## config.mk

```make
export PLATFORM = sky130hd
export DESIGN_NAME = periodic_timer_table_unit
export DESIGN_NICKNAME = d
export VERILOG_FILES = /design/src/hdl/ptt_pkg.sv /design/src/hdl/ptt_store.sv /design/src/hdl/ptt_div.sv /design/src/hdl/periodic_timer_table_unit.sv
export VERILOG_INCLUDE_DIRS = /design/src /design/src/hdl
export SDC_FILE = /design/constraint.sdc
export NUM_CORES = 1
export LEC_CHECK = 0
export ABC_AREA = 0
export BUFFER_PORTS_ARGS = -buffer_cell sky130_fd_sc_hd__buf_4
export CORE_AREA = 2 2 256 359
export CTS_CLUSTER_SIZE = 16
export DETAILED_ROUTE_END_ITERATION = 12
export DIE_AREA = 0 0 258 361
export GPL_ROUTABILITY_DRIVEN = 0
export MAX_ROUTING_LAYER = met4
export PLACE_DENSITY_LB_ADDON = 0.2
export SLEW_MARGIN = 20
export SYNTH_ARGS = -nofsm -noshare
export SYNTH_HDL_FRONTEND = slang
export SYNTH_SLANG_ARGS = --single-unit
```

## constraint.sdc

```tcl
create_clock -name clk -period 6.97 [get_ports clk]
set_clock_uncertainty 0.2 [all_clocks]
set_input_delay 1.394 -clock clk [delete_from_list [all_inputs] [get_ports clk]]
set_output_delay 1.394 -clock clk [all_outputs]
set_load 0.05 [all_outputs]
```

## src/hdl/periodic_timer_table_unit_defines.svh

```systemverilog
// Assertion macros for the periodic timer table RTL.
`ifndef PERIODIC_TIMER_TABLE_UNIT_DEFINES_SVH
`define PERIODIC_TIMER_TABLE_UNIT_DEFINES_SVH

`ifndef ASSERT_OFF
// antecedent in a cycle implies consequent in the same cycle
`define PTT_ASSERT_IMPL(label, clk, rst_n, ante, cons) \
    label: assert property (@(posedge clk) disable iff (!rst_n) (ante) |-> (cons)) \
        else $error("assertion failed: implication");
// condition holds at every clock edge out of reset
`define PTT_ASSERT_ALWAYS(label, clk, rst_n, cond) \
    label: assert property (@(posedge clk) disable iff (!rst_n) (cond)) \
        else $error("assertion failed: invariant");
`else
`define PTT_ASSERT_IMPL(label, clk, rst_n, ante, cons)
`define PTT_ASSERT_ALWAYS(label, clk, rst_n, cond)
`endif

`endif

```

## src/hdl/ptt_pkg.sv

```systemverilog
// Types, constants and helpers of the periodic timer table.
package ptt_pkg;

    localparam int TIMER_COUNT = 8;
    localparam int IDX_W       = (TIMER_COUNT > 1) ? $clog2(TIMER_COUNT) : 1;
    localparam int ID_W        = 3;
    localparam int IN_IDX_W    = 3;
    localparam int MAX_RESULTS = 8;
    localparam int CNT_W       = $clog2(MAX_RESULTS + 1);
    localparam int DATA_W      = 32;
    localparam int LATE_W      = 31;
    localparam int DIV_CNT_W   = $clog2(DATA_W);

    localparam int S_TDATA_W   = 72;
    localparam int S_TUSER_W   = 2;
    localparam int M_TDATA_W   = 72;
    localparam int M_TUSER_W   = 2;

    localparam logic [1:0] FUNC_CREATE = 2'd0;
    localparam logic [1:0] FUNC_CHANGE = 2'd1;
    localparam logic [1:0] FUNC_TICK   = 2'd2;

    localparam logic STATUS_OK  = 1'b0;
    localparam logic STATUS_ERR = 1'b1;

    localparam logic [DATA_W-1:0] PERIOD_FREE   = '0;
    localparam logic [DATA_W-1:0] PERIOD_PAUSED = '1;

    typedef struct packed {
        logic [DATA_W-1:0] period;
        logic [DATA_W-1:0] deadline;
    } entry_t;

    typedef struct packed {
        logic             we;
        logic [IDX_W-1:0] addr;
        entry_t           wdata;
    } store_req_t;

    typedef struct packed {
        logic              start;
        logic [DATA_W-1:0] dividend;
        logic [DATA_W-1:0] divisor;
    } div_req_t;

    typedef struct packed {
        logic              done;
        logic [DATA_W-1:0] quotient;
        logic [DATA_W-1:0] remainder;
    } div_res_t;

    typedef struct packed {
        logic              status;
        logic [ID_W-1:0]   id;
        logic              fire;
        logic [LATE_W-1:0] late;
        logic [DATA_W-1:0] missed;
    } res_t;

    // legal period for create/change: non-negative or paused
    function automatic logic period_ok(input logic [DATA_W-1:0] p);
        return !p[DATA_W-1] || (p == PERIOD_PAUSED);
    endfunction

    // running timer: positive period
    function automatic logic period_active(input logic [DATA_W-1:0] p);
        return (p != PERIOD_FREE) && !p[DATA_W-1];
    endfunction

endpackage

```

## src/hdl/ptt_store.sv

```systemverilog
// Timer entry memory with per-entry valid flags cleared at reset.
module ptt_store (
    input  logic               clk,
    input  logic               rst_n,
    input  ptt_pkg::store_req_t req,
    output ptt_pkg::entry_t    rd_data
);

    ptt_pkg::entry_t                  entry_mem [ptt_pkg::TIMER_COUNT];
    logic [ptt_pkg::TIMER_COUNT-1:0]  valid_reg;
    ptt_pkg::entry_t                  rd_data_reg;
    logic                             rd_valid_reg;

    // memory write and registered read
    always_ff @(posedge clk)
    begin
        if (req.we)
        begin
            entry_mem[req.addr] <= req.wdata;
        end
        rd_data_reg <= entry_mem[req.addr];
    end

    // valid flags: an entry never written reads as zero
    always_ff @(posedge clk or negedge rst_n)
    begin
        if (!rst_n)
        begin
            valid_reg    <= '0;
            rd_valid_reg <= 1'b0;
        end
        else
        begin
            if (req.we)
            begin
                valid_reg[req.addr] <= 1'b1;
            end
            rd_valid_reg <= valid_reg[req.addr];
        end
    end

    assign rd_data = rd_valid_reg ? rd_data_reg : '0;

endmodule

```

## src/hdl/ptt_div.sv

```systemverilog
// Serial restoring divider, one quotient bit per cycle.
module ptt_div (
    input  logic              clk,
    input  logic              rst_n,
    input  ptt_pkg::div_req_t req,
    output ptt_pkg::div_res_t res
);

    logic                           busy_reg;
    logic                           done_reg;
    logic [ptt_pkg::DIV_CNT_W-1:0]  cnt_reg;
    logic [ptt_pkg::DATA_W-1:0]     rem_reg;
    logic [ptt_pkg::DATA_W-1:0]     quo_reg;
    logic [ptt_pkg::DATA_W-1:0]     dvs_reg;

    logic [ptt_pkg::DATA_W:0]       shifted;
    logic [ptt_pkg::DATA_W+1:0]     diff;
    logic                           ge;
    logic                           last_step;

    // trial subtract of the shifted partial remainder
    always_comb
    begin
        shifted   = {rem_reg, quo_reg[ptt_pkg::DATA_W-1]};
        diff      = {1'b0, shifted} - {2'b00, dvs_reg};
        ge        = !diff[ptt_pkg::DATA_W+1];
        last_step = (cnt_reg == ptt_pkg::DIV_CNT_W'(ptt_pkg::DATA_W - 1));
    end

    // control
    always_ff @(posedge clk or negedge rst_n)
    begin
        if (!rst_n)
        begin
            busy_reg <= 1'b0;
            done_reg <= 1'b0;
            cnt_reg  <= '0;
        end
        else
        begin
            done_reg <= busy_reg && last_step;
            if (req.start)
            begin
                busy_reg <= 1'b1;
                cnt_reg  <= '0;
            end
            else if (busy_reg)
            begin
                cnt_reg <= cnt_reg + 1'b1;
                if (last_step)
                begin
                    busy_reg <= 1'b0;
                end
            end
        end
    end

    // datapath
    always_ff @(posedge clk)
    begin
        if (req.start)
        begin
            rem_reg <= '0;
            quo_reg <= req.dividend;
            dvs_reg <= req.divisor;
        end
        else if (busy_reg)
        begin
            rem_reg <= ge ? diff[ptt_pkg::DATA_W-1:0] : shifted[ptt_pkg::DATA_W-1:0];
            quo_reg <= {quo_reg[ptt_pkg::DATA_W-2:0], ge};
        end
    end

    assign res.done      = done_reg;
    assign res.quotient  = quo_reg;
    assign res.remainder = rem_reg;

endmodule

```

## src/hdl/periodic_timer_table_unit.sv

```systemverilog
// Create scans the slots in turn for the first free one; change rewrites one entry.
// Tick walks the entries in turn and runs the serial divider for each due entry
// (one quotient bit a cycle) to count the periods missed.
// Not ready while an item is in work; one result at a time through an output register.
// Reset (async, active low) clears the table at once through per-entry valid flags;
// no clearing pass is needed.
`include "periodic_timer_table_unit_defines.svh"

module periodic_timer_table_unit (
    input  logic                            clk,
    input  logic                            rst_n,
    input  logic                            s_tvalid,
    output logic                            s_tready,
    // now_ms[31:0], period_ms[63:32], timer_index[66:64], zero pad
    input  logic [ptt_pkg::S_TDATA_W-1:0]   s_tdata,
    // func[1:0]
    input  logic [ptt_pkg::S_TUSER_W-1:0]   s_tuser,
    output logic                            m_tvalid,
    input  logic                            m_tready,
    // timer_id[2:0], late_ms[33:3], missed_count[65:34], zero pad
    output logic [ptt_pkg::M_TDATA_W-1:0]   m_tdata,
    // status[0], is_fire[1]
    output logic [ptt_pkg::M_TUSER_W-1:0]   m_tuser,
    output logic                            m_tlast
);

    localparam logic [3:0] ST_IDLE   = 4'd0;
    localparam logic [3:0] ST_DECODE = 4'd1;
    localparam logic [3:0] ST_C_RD   = 4'd2;
    localparam logic [3:0] ST_C_CHK  = 4'd3;
    localparam logic [3:0] ST_CH_RD  = 4'd4;
    localparam logic [3:0] ST_CH_CHK = 4'd5;
    localparam logic [3:0] ST_T_RD   = 4'd6;
    localparam logic [3:0] ST_T_CHK  = 4'd7;
    localparam logic [3:0] ST_T_DIV  = 4'd8;
    localparam logic [3:0] ST_T_FIRE = 4'd9;
    localparam logic [3:0] ST_END    = 4'd10;

    localparam int DW = ptt_pkg::DATA_W;

    logic [3:0]                    state_reg, state_next;
    logic [ptt_pkg::IDX_W-1:0]     ptr_reg, ptr_next;
    logic [ptt_pkg::CNT_W-1:0]     cnt_reg, cnt_next;
    logic [1:0]                    func_reg, func_next;
    logic [DW-1:0]                 now_reg, now_next;
    logic [DW-1:0]                 per_reg, per_next;
    logic [ptt_pkg::IN_IDX_W-1:0]  idx_reg, idx_next;
    ptt_pkg::res_t                 held_reg, held_next;
    logic                          held_valid_reg, held_valid_next;
    ptt_pkg::res_t                 out_reg, out_next;
    logic                          out_valid_reg, out_valid_next;
    logic                          out_last_reg, out_last_next;

    ptt_pkg::store_req_t           st_req;
    ptt_pkg::entry_t               rd;
    ptt_pkg::div_req_t             div_req;
    ptt_pkg::div_res_t             div_res;

    logic                          out_free;
    logic                          ptr_last;
    logic                          idx_bad;
    logic [ptt_pkg::IDX_W-1:0]     idx_addr;
    logic [ptt_pkg::LATE_W-1:0]    late;
    ptt_pkg::res_t                 err_res;

    ptt_store u_store (
        .clk     (clk),
        .rst_n   (rst_n),
        .req     (st_req),
        .rd_data (rd)
    );

    ptt_div u_div (
        .clk   (clk),
        .rst_n (rst_n),
        .req   (div_req),
        .res   (div_res)
    );

    // helpers
    always_comb
    begin
        out_free = !out_valid_reg || m_tready;
        ptr_last = (ptr_reg == ptt_pkg::IDX_W'(ptt_pkg::TIMER_COUNT - 1));
        idx_bad  = ({{(DW - ptt_pkg::IN_IDX_W){1'b0}}, idx_reg} >= DW'(ptt_pkg::TIMER_COUNT));
        idx_addr = ptt_pkg::IDX_W'(idx_reg);
        late     = div_res.remainder[ptt_pkg::LATE_W-1:0] + 1'b1;
        err_res  = '{status: ptt_pkg::STATUS_ERR, id: '0, fire: 1'b0, late: '0, missed: '0};
    end

    // sequencer
    always_comb
    begin
        state_next      = state_reg;
        ptr_next        = ptr_reg;
        cnt_next        = cnt_reg;
        func_next       = func_reg;
        now_next        = now_reg;
        per_next        = per_reg;
        idx_next        = idx_reg;
        held_next       = held_reg;
        held_valid_next = held_valid_reg;
        out_next        = out_reg;
        out_last_next   = out_last_reg;
        out_valid_next  = out_valid_reg && !m_tready;

        st_req.we       = 1'b0;
        st_req.addr     = (func_reg == ptt_pkg::FUNC_CHANGE) ? idx_addr : ptr_reg;
        st_req.wdata    = rd;
        div_req.start    = 1'b0;
        div_req.dividend = now_reg - rd.deadline - 1'b1;
        div_req.divisor  = rd.period;

        case (state_reg)
            ST_IDLE:
            begin
                if (s_tvalid)
                begin
                    func_next       = s_tuser[1:0];
                    now_next        = s_tdata[31:0];
                    per_next        = s_tdata[63:32];
                    idx_next        = s_tdata[66:64];
                    ptr_next        = '0;
                    cnt_next        = '0;
                    held_valid_next = 1'b0;
                    state_next      = ST_DECODE;
                end
            end
            ST_DECODE:
            begin
                case (func_reg)
                    ptt_pkg::FUNC_CREATE:
                    begin
                        if (!ptt_pkg::period_ok(per_reg) || per_reg == ptt_pkg::PERIOD_FREE)
                        begin
                            held_next       = err_res;
                            held_valid_next = 1'b1;
                            state_next      = ST_END;
                        end
                        else
                        begin
                            state_next = ST_C_RD;
                        end
                    end
                    ptt_pkg::FUNC_CHANGE:
                    begin
                        if (idx_bad || !ptt_pkg::period_ok(per_reg))
                        begin
                            held_next       = err_res;
                            held_valid_next = 1'b1;
                            state_next      = ST_END;
                        end
                        else
                        begin
                            state_next = ST_CH_RD;
                        end
                    end
                    ptt_pkg::FUNC_TICK:
                    begin
                        state_next = ST_T_RD;
                    end
                    default:
                    begin
                        held_next       = err_res;
                        held_valid_next = 1'b1;
                        state_next      = ST_END;
                    end
                endcase
            end
            ST_C_RD:
            begin
                state_next = ST_C_CHK;
            end
            // first free slot takes the timer
            ST_C_CHK:
            begin
                if (rd.period == ptt_pkg::PERIOD_FREE)
                begin
                    st_req.we             = 1'b1;
                    st_req.wdata.period   = per_reg;
                    st_req.wdata.deadline = (per_reg == ptt_pkg::PERIOD_PAUSED) ?
                                            rd.deadline : now_reg + per_reg;
                    held_next       = '{status: ptt_pkg::STATUS_OK,
                                        id: ptt_pkg::ID_W'(ptr_reg),
                                        fire: 1'b0, late: '0, missed: '0};
                    held_valid_next = 1'b1;
                    state_next      = ST_END;
                end
                else if (ptr_last)
                begin
                    held_next       = err_res;
                    held_valid_next = 1'b1;
                    state_next      = ST_END;
                end
                else
                begin
                    ptr_next   = ptr_reg + 1'b1;
                    state_next = ST_C_RD;
                end
            end
            ST_CH_RD:
            begin
                state_next = ST_CH_CHK;
            end
            // new period; deadline follows for a running timer
            ST_CH_CHK:
            begin
                st_req.we           = 1'b1;
                st_req.wdata.period = per_reg;
                if (ptt_pkg::period_active(per_reg))
                begin
                    if (rd.period == ptt_pkg::PERIOD_PAUSED)
                    begin
                        st_req.wdata.deadline = now_reg + per_reg;
                    end
                    else
                    begin
                        st_req.wdata.deadline = rd.deadline + per_reg - rd.period;
                    end
                end
                held_next       = '{status: ptt_pkg::STATUS_OK, id: idx_reg,
                                    fire: 1'b0, late: '0, missed: '0};
                held_valid_next = 1'b1;
                state_next      = ST_END;
            end
            ST_T_RD:
            begin
                state_next = ST_T_CHK;
            end
            // due check; a due entry starts the divider
            ST_T_CHK:
            begin
                if (ptt_pkg::period_active(rd.period) && rd.deadline < now_reg)
                begin
                    div_req.start = 1'b1;
                    state_next    = ST_T_DIV;
                end
                else if (ptr_last)
                begin
                    state_next = ST_END;
                end
                else
                begin
                    ptr_next   = ptr_reg + 1'b1;
                    state_next = ST_T_RD;
                end
            end
            ST_T_DIV:
            begin
                if (div_res.done)
                begin
                    state_next = ST_T_FIRE;
                end
            end
            // advance deadline; previous fire goes out, this one is held
            ST_T_FIRE:
            begin
                if (!held_valid_reg || out_free)
                begin
                    st_req.we             = 1'b1;
                    st_req.wdata.deadline = now_reg - {1'b0, late} + rd.period;
                    if (held_valid_reg)
                    begin
                        out_next       = held_reg;
                        out_last_next  = 1'b0;
                        out_valid_next = 1'b1;
                    end
                    held_next       = '{status: ptt_pkg::STATUS_OK,
                                        id: ptt_pkg::ID_W'(ptr_reg),
                                        fire: 1'b1, late: late,
                                        missed: div_res.quotient};
                    held_valid_next = 1'b1;
                    cnt_next        = cnt_reg + 1'b1;
                    if (cnt_next == ptt_pkg::CNT_W'(ptt_pkg::MAX_RESULTS) || ptr_last)
                    begin
                        state_next = ST_END;
                    end
                    else
                    begin
                        ptr_next   = ptr_reg + 1'b1;
                        state_next = ST_T_RD;
                    end
                end
            end
            // final result of the item carries last
            ST_END:
            begin
                if (!held_valid_reg)
                begin
                    state_next = ST_IDLE;
                end
                else if (out_free)
                begin
                    out_next        = held_reg;
                    out_last_next   = 1'b1;
                    out_valid_next  = 1'b1;
                    held_valid_next = 1'b0;
                    state_next      = ST_IDLE;
                end
            end
            default:
            begin
                state_next = ST_IDLE;
            end
        endcase
    end

    // control registers
    always_ff @(posedge clk or negedge rst_n)
    begin
        if (!rst_n)
        begin
            state_reg      <= ST_IDLE;
            ptr_reg        <= '0;
            cnt_reg        <= '0;
            held_valid_reg <= 1'b0;
            out_valid_reg  <= 1'b0;
        end
        else
        begin
            state_reg      <= state_next;
            ptr_reg        <= ptr_next;
            cnt_reg        <= cnt_next;
            held_valid_reg <= held_valid_next;
            out_valid_reg  <= out_valid_next;
        end
    end

    // payload registers
    always_ff @(posedge clk)
    begin
        func_reg     <= func_next;
        now_reg      <= now_next;
        per_reg      <= per_next;
        idx_reg      <= idx_next;
        held_reg     <= held_next;
        out_reg      <= out_next;
        out_last_reg <= out_last_next;
    end

    // ports
    assign s_tready = (state_reg == ST_IDLE);
    assign m_tvalid = out_valid_reg;
    assign m_tlast  = out_last_reg;
    assign m_tuser  = {out_reg.fire, out_reg.status};
    assign m_tdata  = {{(ptt_pkg::M_TDATA_W - ptt_pkg::ID_W - ptt_pkg::LATE_W - DW){1'b0}},
                       out_reg.missed, out_reg.late, out_reg.id};

    // checks
    `PTT_ASSERT_IMPL(a_idle_nothing_held, clk, rst_n, s_tready, !held_valid_reg)
    `PTT_ASSERT_IMPL(a_div_done_in_wait, clk, rst_n, div_res.done, state_reg == ST_T_DIV)
    `PTT_ASSERT_ALWAYS(a_fire_count_bound, clk, rst_n, cnt_reg <= ptt_pkg::CNT_W'(ptt_pkg::MAX_RESULTS))

endmodule
```

[After elaboration in Yosys (flattened, before gate mapping)]
Memory sizes are Yosys's and may differ from the RTL's. A register that Yosys moved wholly into a read port is not among the register bits.
Cells that the tools add are included.
Cells by class
  add/sub/neg operators: 12
  magnitude comparators: 3
  eq/ne operators: 31
  muxes and demuxes: 84
  bitwise gates (word level): 1
  reductions and logical operators: 37
Operator list (number)
  68-bit two-way mux: 9
  68-bit one-hot mux with 4 select lines: 1
  32-bit two-way mux: 7
  68-bit one-hot mux with 3 select lines: 1
  68-bit one-hot mux with 2 select lines: 1
  64-bit two-way mux: 2
  32-bit adder: 3
  32-bit one-hot mux with 3 select lines: 1
  32-bit equality test (second input constant): 2
  32-bit zero test: 2
  32-bit one-hot mux with 2 select lines: 1
  32-bit nonzero test: 2
  32-bit subtractor: 2
  4-bit two-way mux: 14
  4-bit one-hot mux with 11 select lines: 1
  33-bit by 32-bit subtractor with 34-bit output: 1
  32-bit less-than comparator: 1
  32-bit by 1-bit subtractor with 32-bit output (second input constant): 1
  32-bit by 31-bit subtractor with 32-bit output: 1
  31-bit by 1-bit adder with 31-bit output (second input constant): 1
  1-bit two-way mux: 27
  3-bit two-way mux: 7
  2-bit inequality test (second input constant): 9
  4-bit by 3-bit equality test with 1-bit output (second input constant): 4
  other kinds (38): 67
Storage, ports and cells
  flip-flop bits (word level): 331
  RAM bits: 512
  input port bits: 78
  output and inout bits: 77
  logic and storage cells: 197
  memories kept: 1
Memories
  u_store.entry_mem: depth 8, width 64, read ports 1, clocked after Yosys merged registers in 1, write ports 1, RTL line ptt_store.sv:9  | ptt_pkg::entry_t entry_mem [ptt_pkg::TIMER_COUNT];

[Logic depth before layout (Yosys ltp)]
  depth after elaboration: 7
  depth in mapped cells: 18

[Cells and area by module]
Synthesis repeated with hierarchy kept, for this count alone.
Second synthesis, totals
  cells, all modules: 3700
  area, all modules: 45753.9 sq um
Modules (own cells, without submodules)
  ptt_store: instances 1, cells each 1202, area an instance 21420.5 sq um
  periodic_timer_table_unit: instances 1, cells each 1895, area an instance 18162.4 sq um
  ptt_div: instances 1, cells each 603, area an instance 6170.9 sq um

[Least setup slack after synthesis]
Ideal clock, no wire load.
  path type: input -> register
  start: in m_tready
  end: reg held_reg[0] (netlist name) (enable)
  library setup time: 578 ps
  arrival: 6506 ps
  required time: 6192 ps
  setup slack: -314 ps
  cell stages on the path: 5
  buffers on the path: 0
  path through: nor2b_1 -> and2_0 -> o21ai_0 -> a21oi_1 -> nor3_1
On the way
  cells in the longest elaborated chain, start to end: 4
RTL lines
  start, declared: RTL line periodic_timer_table_unit.sv:19  | input logic m_tready,
  1-bit logical OR: RTL line periodic_timer_table_unit.sv:83  | out_free = !out_valid_reg || m_tready;
  1-bit logical OR: RTL line periodic_timer_table_unit.sv:258  | if (!held_valid_reg || out_free)
  2-bit inequality test (no line)
  6-bit AND reduction (no line)
  end signal, assigned: RTL line periodic_timer_table_unit.sv:336  | held_reg <= held_next;
  end, declared: RTL line periodic_timer_table_unit.sv:48  | ptt_pkg::res_t held_reg, held_next;
Every way passes these cells.
A chain may end at the register's enable or synchronous reset.

==> results.cfg <==
[outcome]
status = complete, no violations

[route]
via_per_inst = 6.08
route.vias.total = 30900
wl_per_cell_um = 25.0
wl_um = 127000
drt_first_pass_iters = 6
ant_nets = 0
drcViolationCount = 0
drt_first_iter_violations = 2606

[final_layout]
drive_above_1_share_pct = 11.7
fin_area_um2 = 50200
area_growth_pct = 12.5
instances_no_fill = 5083
largest_reg_flops = 512
nets = 4161
n_antenna_cell = 0
final_util_pct = 56.0

[synthesis]
synth_compound_area_share_pct = 15.0
yosys_most_used_dff = edfxtp_1
synth_most_common_cell = edfxtp_1
ys_seq_elements = 907
async_flop_share_pct = 3.20
synth_cell_types = 96
yosysSeqAreaShare_pct = 58.6
synth_fa_ha_area_share_pct = 8.42
syn_area_per_cell_um2 = 12.2
synthTopCellsByCount = 782 x edfxtp_1, 284 x nand2_1, 251 x inv_1
yosys.area_share.simple_pct = 10.0
syn_area_um2 = 44600
syn_inst = 3666
yosysTopAreaCell = edfxtp_1
yosysWarnings = 0
yosys.area.top_type_share_pct = 52.7
synth_mux_area_share_pct = 1.30
synth_edf_count = 782
synth_top_family_by_area = compound AO/OA/AOI/OAI gates
synthXorXnorAreaFrac_pct = 3.16
ys_top_cells_by_area = edfxtp_1 53%, ha_1 5.5%, dfxtp_1 4.3%

[clock_network]
clk_pin_slew_ns = 0.06
htreeDepth = 3
clock_latency_ns = 0.72
cts-resized-gates = 0
ctsRootBufferMaster = clkbuf_16
cts-buffers-inserted = 85
cts.repair_timing.setup_buffer_count = 0
clkSinkCount = 907
holdBufCountCts = 0
cts_buffer_depth = 3
cts_tree = built

[worst_hold_path]
hp-class = register to register

[timing]
min_period_ns = 5.91
fmax_ghz = 0.169
setup_slack_ns = 1.06
grt_setup_unrepaired = false
relSlewSlack_pct = 19.3
setup_viol = 0
hold_viol = 0
worst_pin_slew_ns = 1.21
maxSlewViolCount = 0
finalCritPeriodShare_pct = 84.8

[global_route]
grt_pass1_vias = 30900
grt_overflow = 0
antenna_found_initial = 0
grt_max_degree = 65
grt_pass1_wl_um = 188000
grtUsageTotal_pct = 27.9

[floorplan]
core-area_um2 = 89600
die_height_um = 361
ios = 155
die_w_um = 258
start_util_pct = 49.8
rows = 130
die_area_um2 = 93100

[worst_setup_path]
critPathMaxStageDelay_ns = 0.64
cp.depth = 15
cp.arrival_ns = 6.09
slowest_stage = o2111ai_1
critPathLaunch = u_div.rem_reg[0]$_SDFFE_PP0P_
critPathMaxFanout = 8
crit_chain = ha_1 -> and2_1 -> and4_1 -> and3_1 -> nand2_1 -> xor2_1 -> fa_1 -> ha_1 -> nand4_1 -> nor2b_1 -> a2111oi_2 -> a2111oi_0 -> a2111oi_0 -> xor2_1 -> o2111ai_1
cp-start-kind = register
r2r_start = u_div.rem_reg[0]$_SDFFE_PP0P_
r2r_end = u_store.entry_mem[3][29]$_DFFE_PP_
cpLargestDelayFamily = compound AO/OA/AOI/OAI gates
r2r_slack_ns = 1.06
worstSetupPathType = register to register
crit_buf_inv = 0
required_ns = 7.15
r2r_cells = 15
endpoint = u_store.entry_mem[3][29]$_DFFE_PP_
crit_path_end_kind = register

[placement]
port_buffers = 143
dp.final_hpwl_um = 90000
dpl-instance-area_um2 = 47300
dp_slack_ns = 1.25
dp_cells = 4923

[pwr]
total_power_w = 0.0106
leakagePower_nw = 18.8
ir_drop_uv = 173
power-per-cell-area_nw_per_um2 = 211

[job]
drv_cap = 0
through the flow:
step | TNS (ns) | hold WS, ns
floorplan | -32.67 | 0.200
global placement | 0 | 0.200
detailed placement | 0 | 0.205
CTS | 0 | 0.216
global route | 0 | 0.223
finish | 0 | 0.216
final cells by class:
cell class,instances,area (um2)
clock buffer,112,2410
fill,7378,39500
tap,1188,1490
sequential,907,26100
multi-input combinational,2368,17100
timing repair buffer,207,1640
clock inverter,48,482
inverter,253,950
cell usage in the layout, fill, tap and decap left out, types with 22 or more instances in the layout:
master / n
clkbuf_16: 87
a21o_1: 62
o21ai_0: 136
mux2_2: 30
and3_1: 22
a21oi_1: 182
dfxtp_1: 96
dfrtp_1: 27
o21a_1: 32
nor4_1: 29
xnor2_1: 93
nor3_1: 37
xor2_1: 68
edfxtp_1: 782
nand4_1: 94
ha_1: 196
a22oi_1: 212
inv_1: 251
nor2_1: 210
fa_1: 65
o21ai_1: 27
a211oi_1: 31
nand2_1: 284
a221oi_1: 31
buf_4: 200
a31oi_1: 26
nand3_1: 57
nor2b_1: 28
and2_1: 70
mux2i_1: 22
logic make-up (layout without fill, tap and decap cells):
| group | Yosys count | after routing |
|---|---|---|
| AO/OA/AOI/OAI | 964 | 964 |
| XOR/XNOR | 161 | 161 |
| adder cells (fa/ha/maj) | 261 | 261 |
| buffers and inverters | 396 | 620 |
| flip-flops | 907 | 907 |
| multiplexers | 54 | 54 |
| other | 1 | 6 |
| AND/OR/NAND/NOR | 922 | 922 |
power by group:
| group | internal, W | switching [W] | total, W |
|---|---|---|---|
| combinational | 0.0000254 | 0.0000170 | 0.0000424 |
| clock | 0.00266 | 0.00209 | 0.00475 |
| sequential | 0.00581 | 0.000000439 | 0.00582 |
worst min path at each step:
stage / start / endpoint / slack, ns / depth (start not counted)
6_report: held_reg[61]$_DFFE_PP_ / m_tdata[32]$_DFFE_PP_ / 0.22 / 0
5_1_grt: held_reg[63]$_DFFE_PP_ / m_tuser[1]$_DFFE_PP_ / 0.22 / 0
4_1_cts: held_reg[13]$_DFFE_PP_ / m_tdata[47]$_DFFE_PP_ / 0.22 / 0
3_5_place_dp: held_reg[40]$_DFFE_PP_ / m_tdata[11]$_DFFE_PP_ / 0.20 / 0
3_3_place_gp: held_reg[61]$_DFFE_PP_ / m_tdata[32]$_DFFE_PP_ / 0.20 / 0
2_1_floorplan: held_reg[64]$_DFFE_PP_ / m_tdata[0]$_DFFE_PP_ / 0.20 / 0
layer usage:
layer | up-vias | routed length, um | global-route usage (%)
li1 | 14100 | - | -
met1 | 15200 | 47700 | 31.6
met2 | 1216 | 64300 | 48.0
met3 | 351 | 7700 | 3.40
met4 | 0 | 7410 | 15.3
met5 | - | 0 | -
No activity file was read; power rests on OpenSTA's default activity.
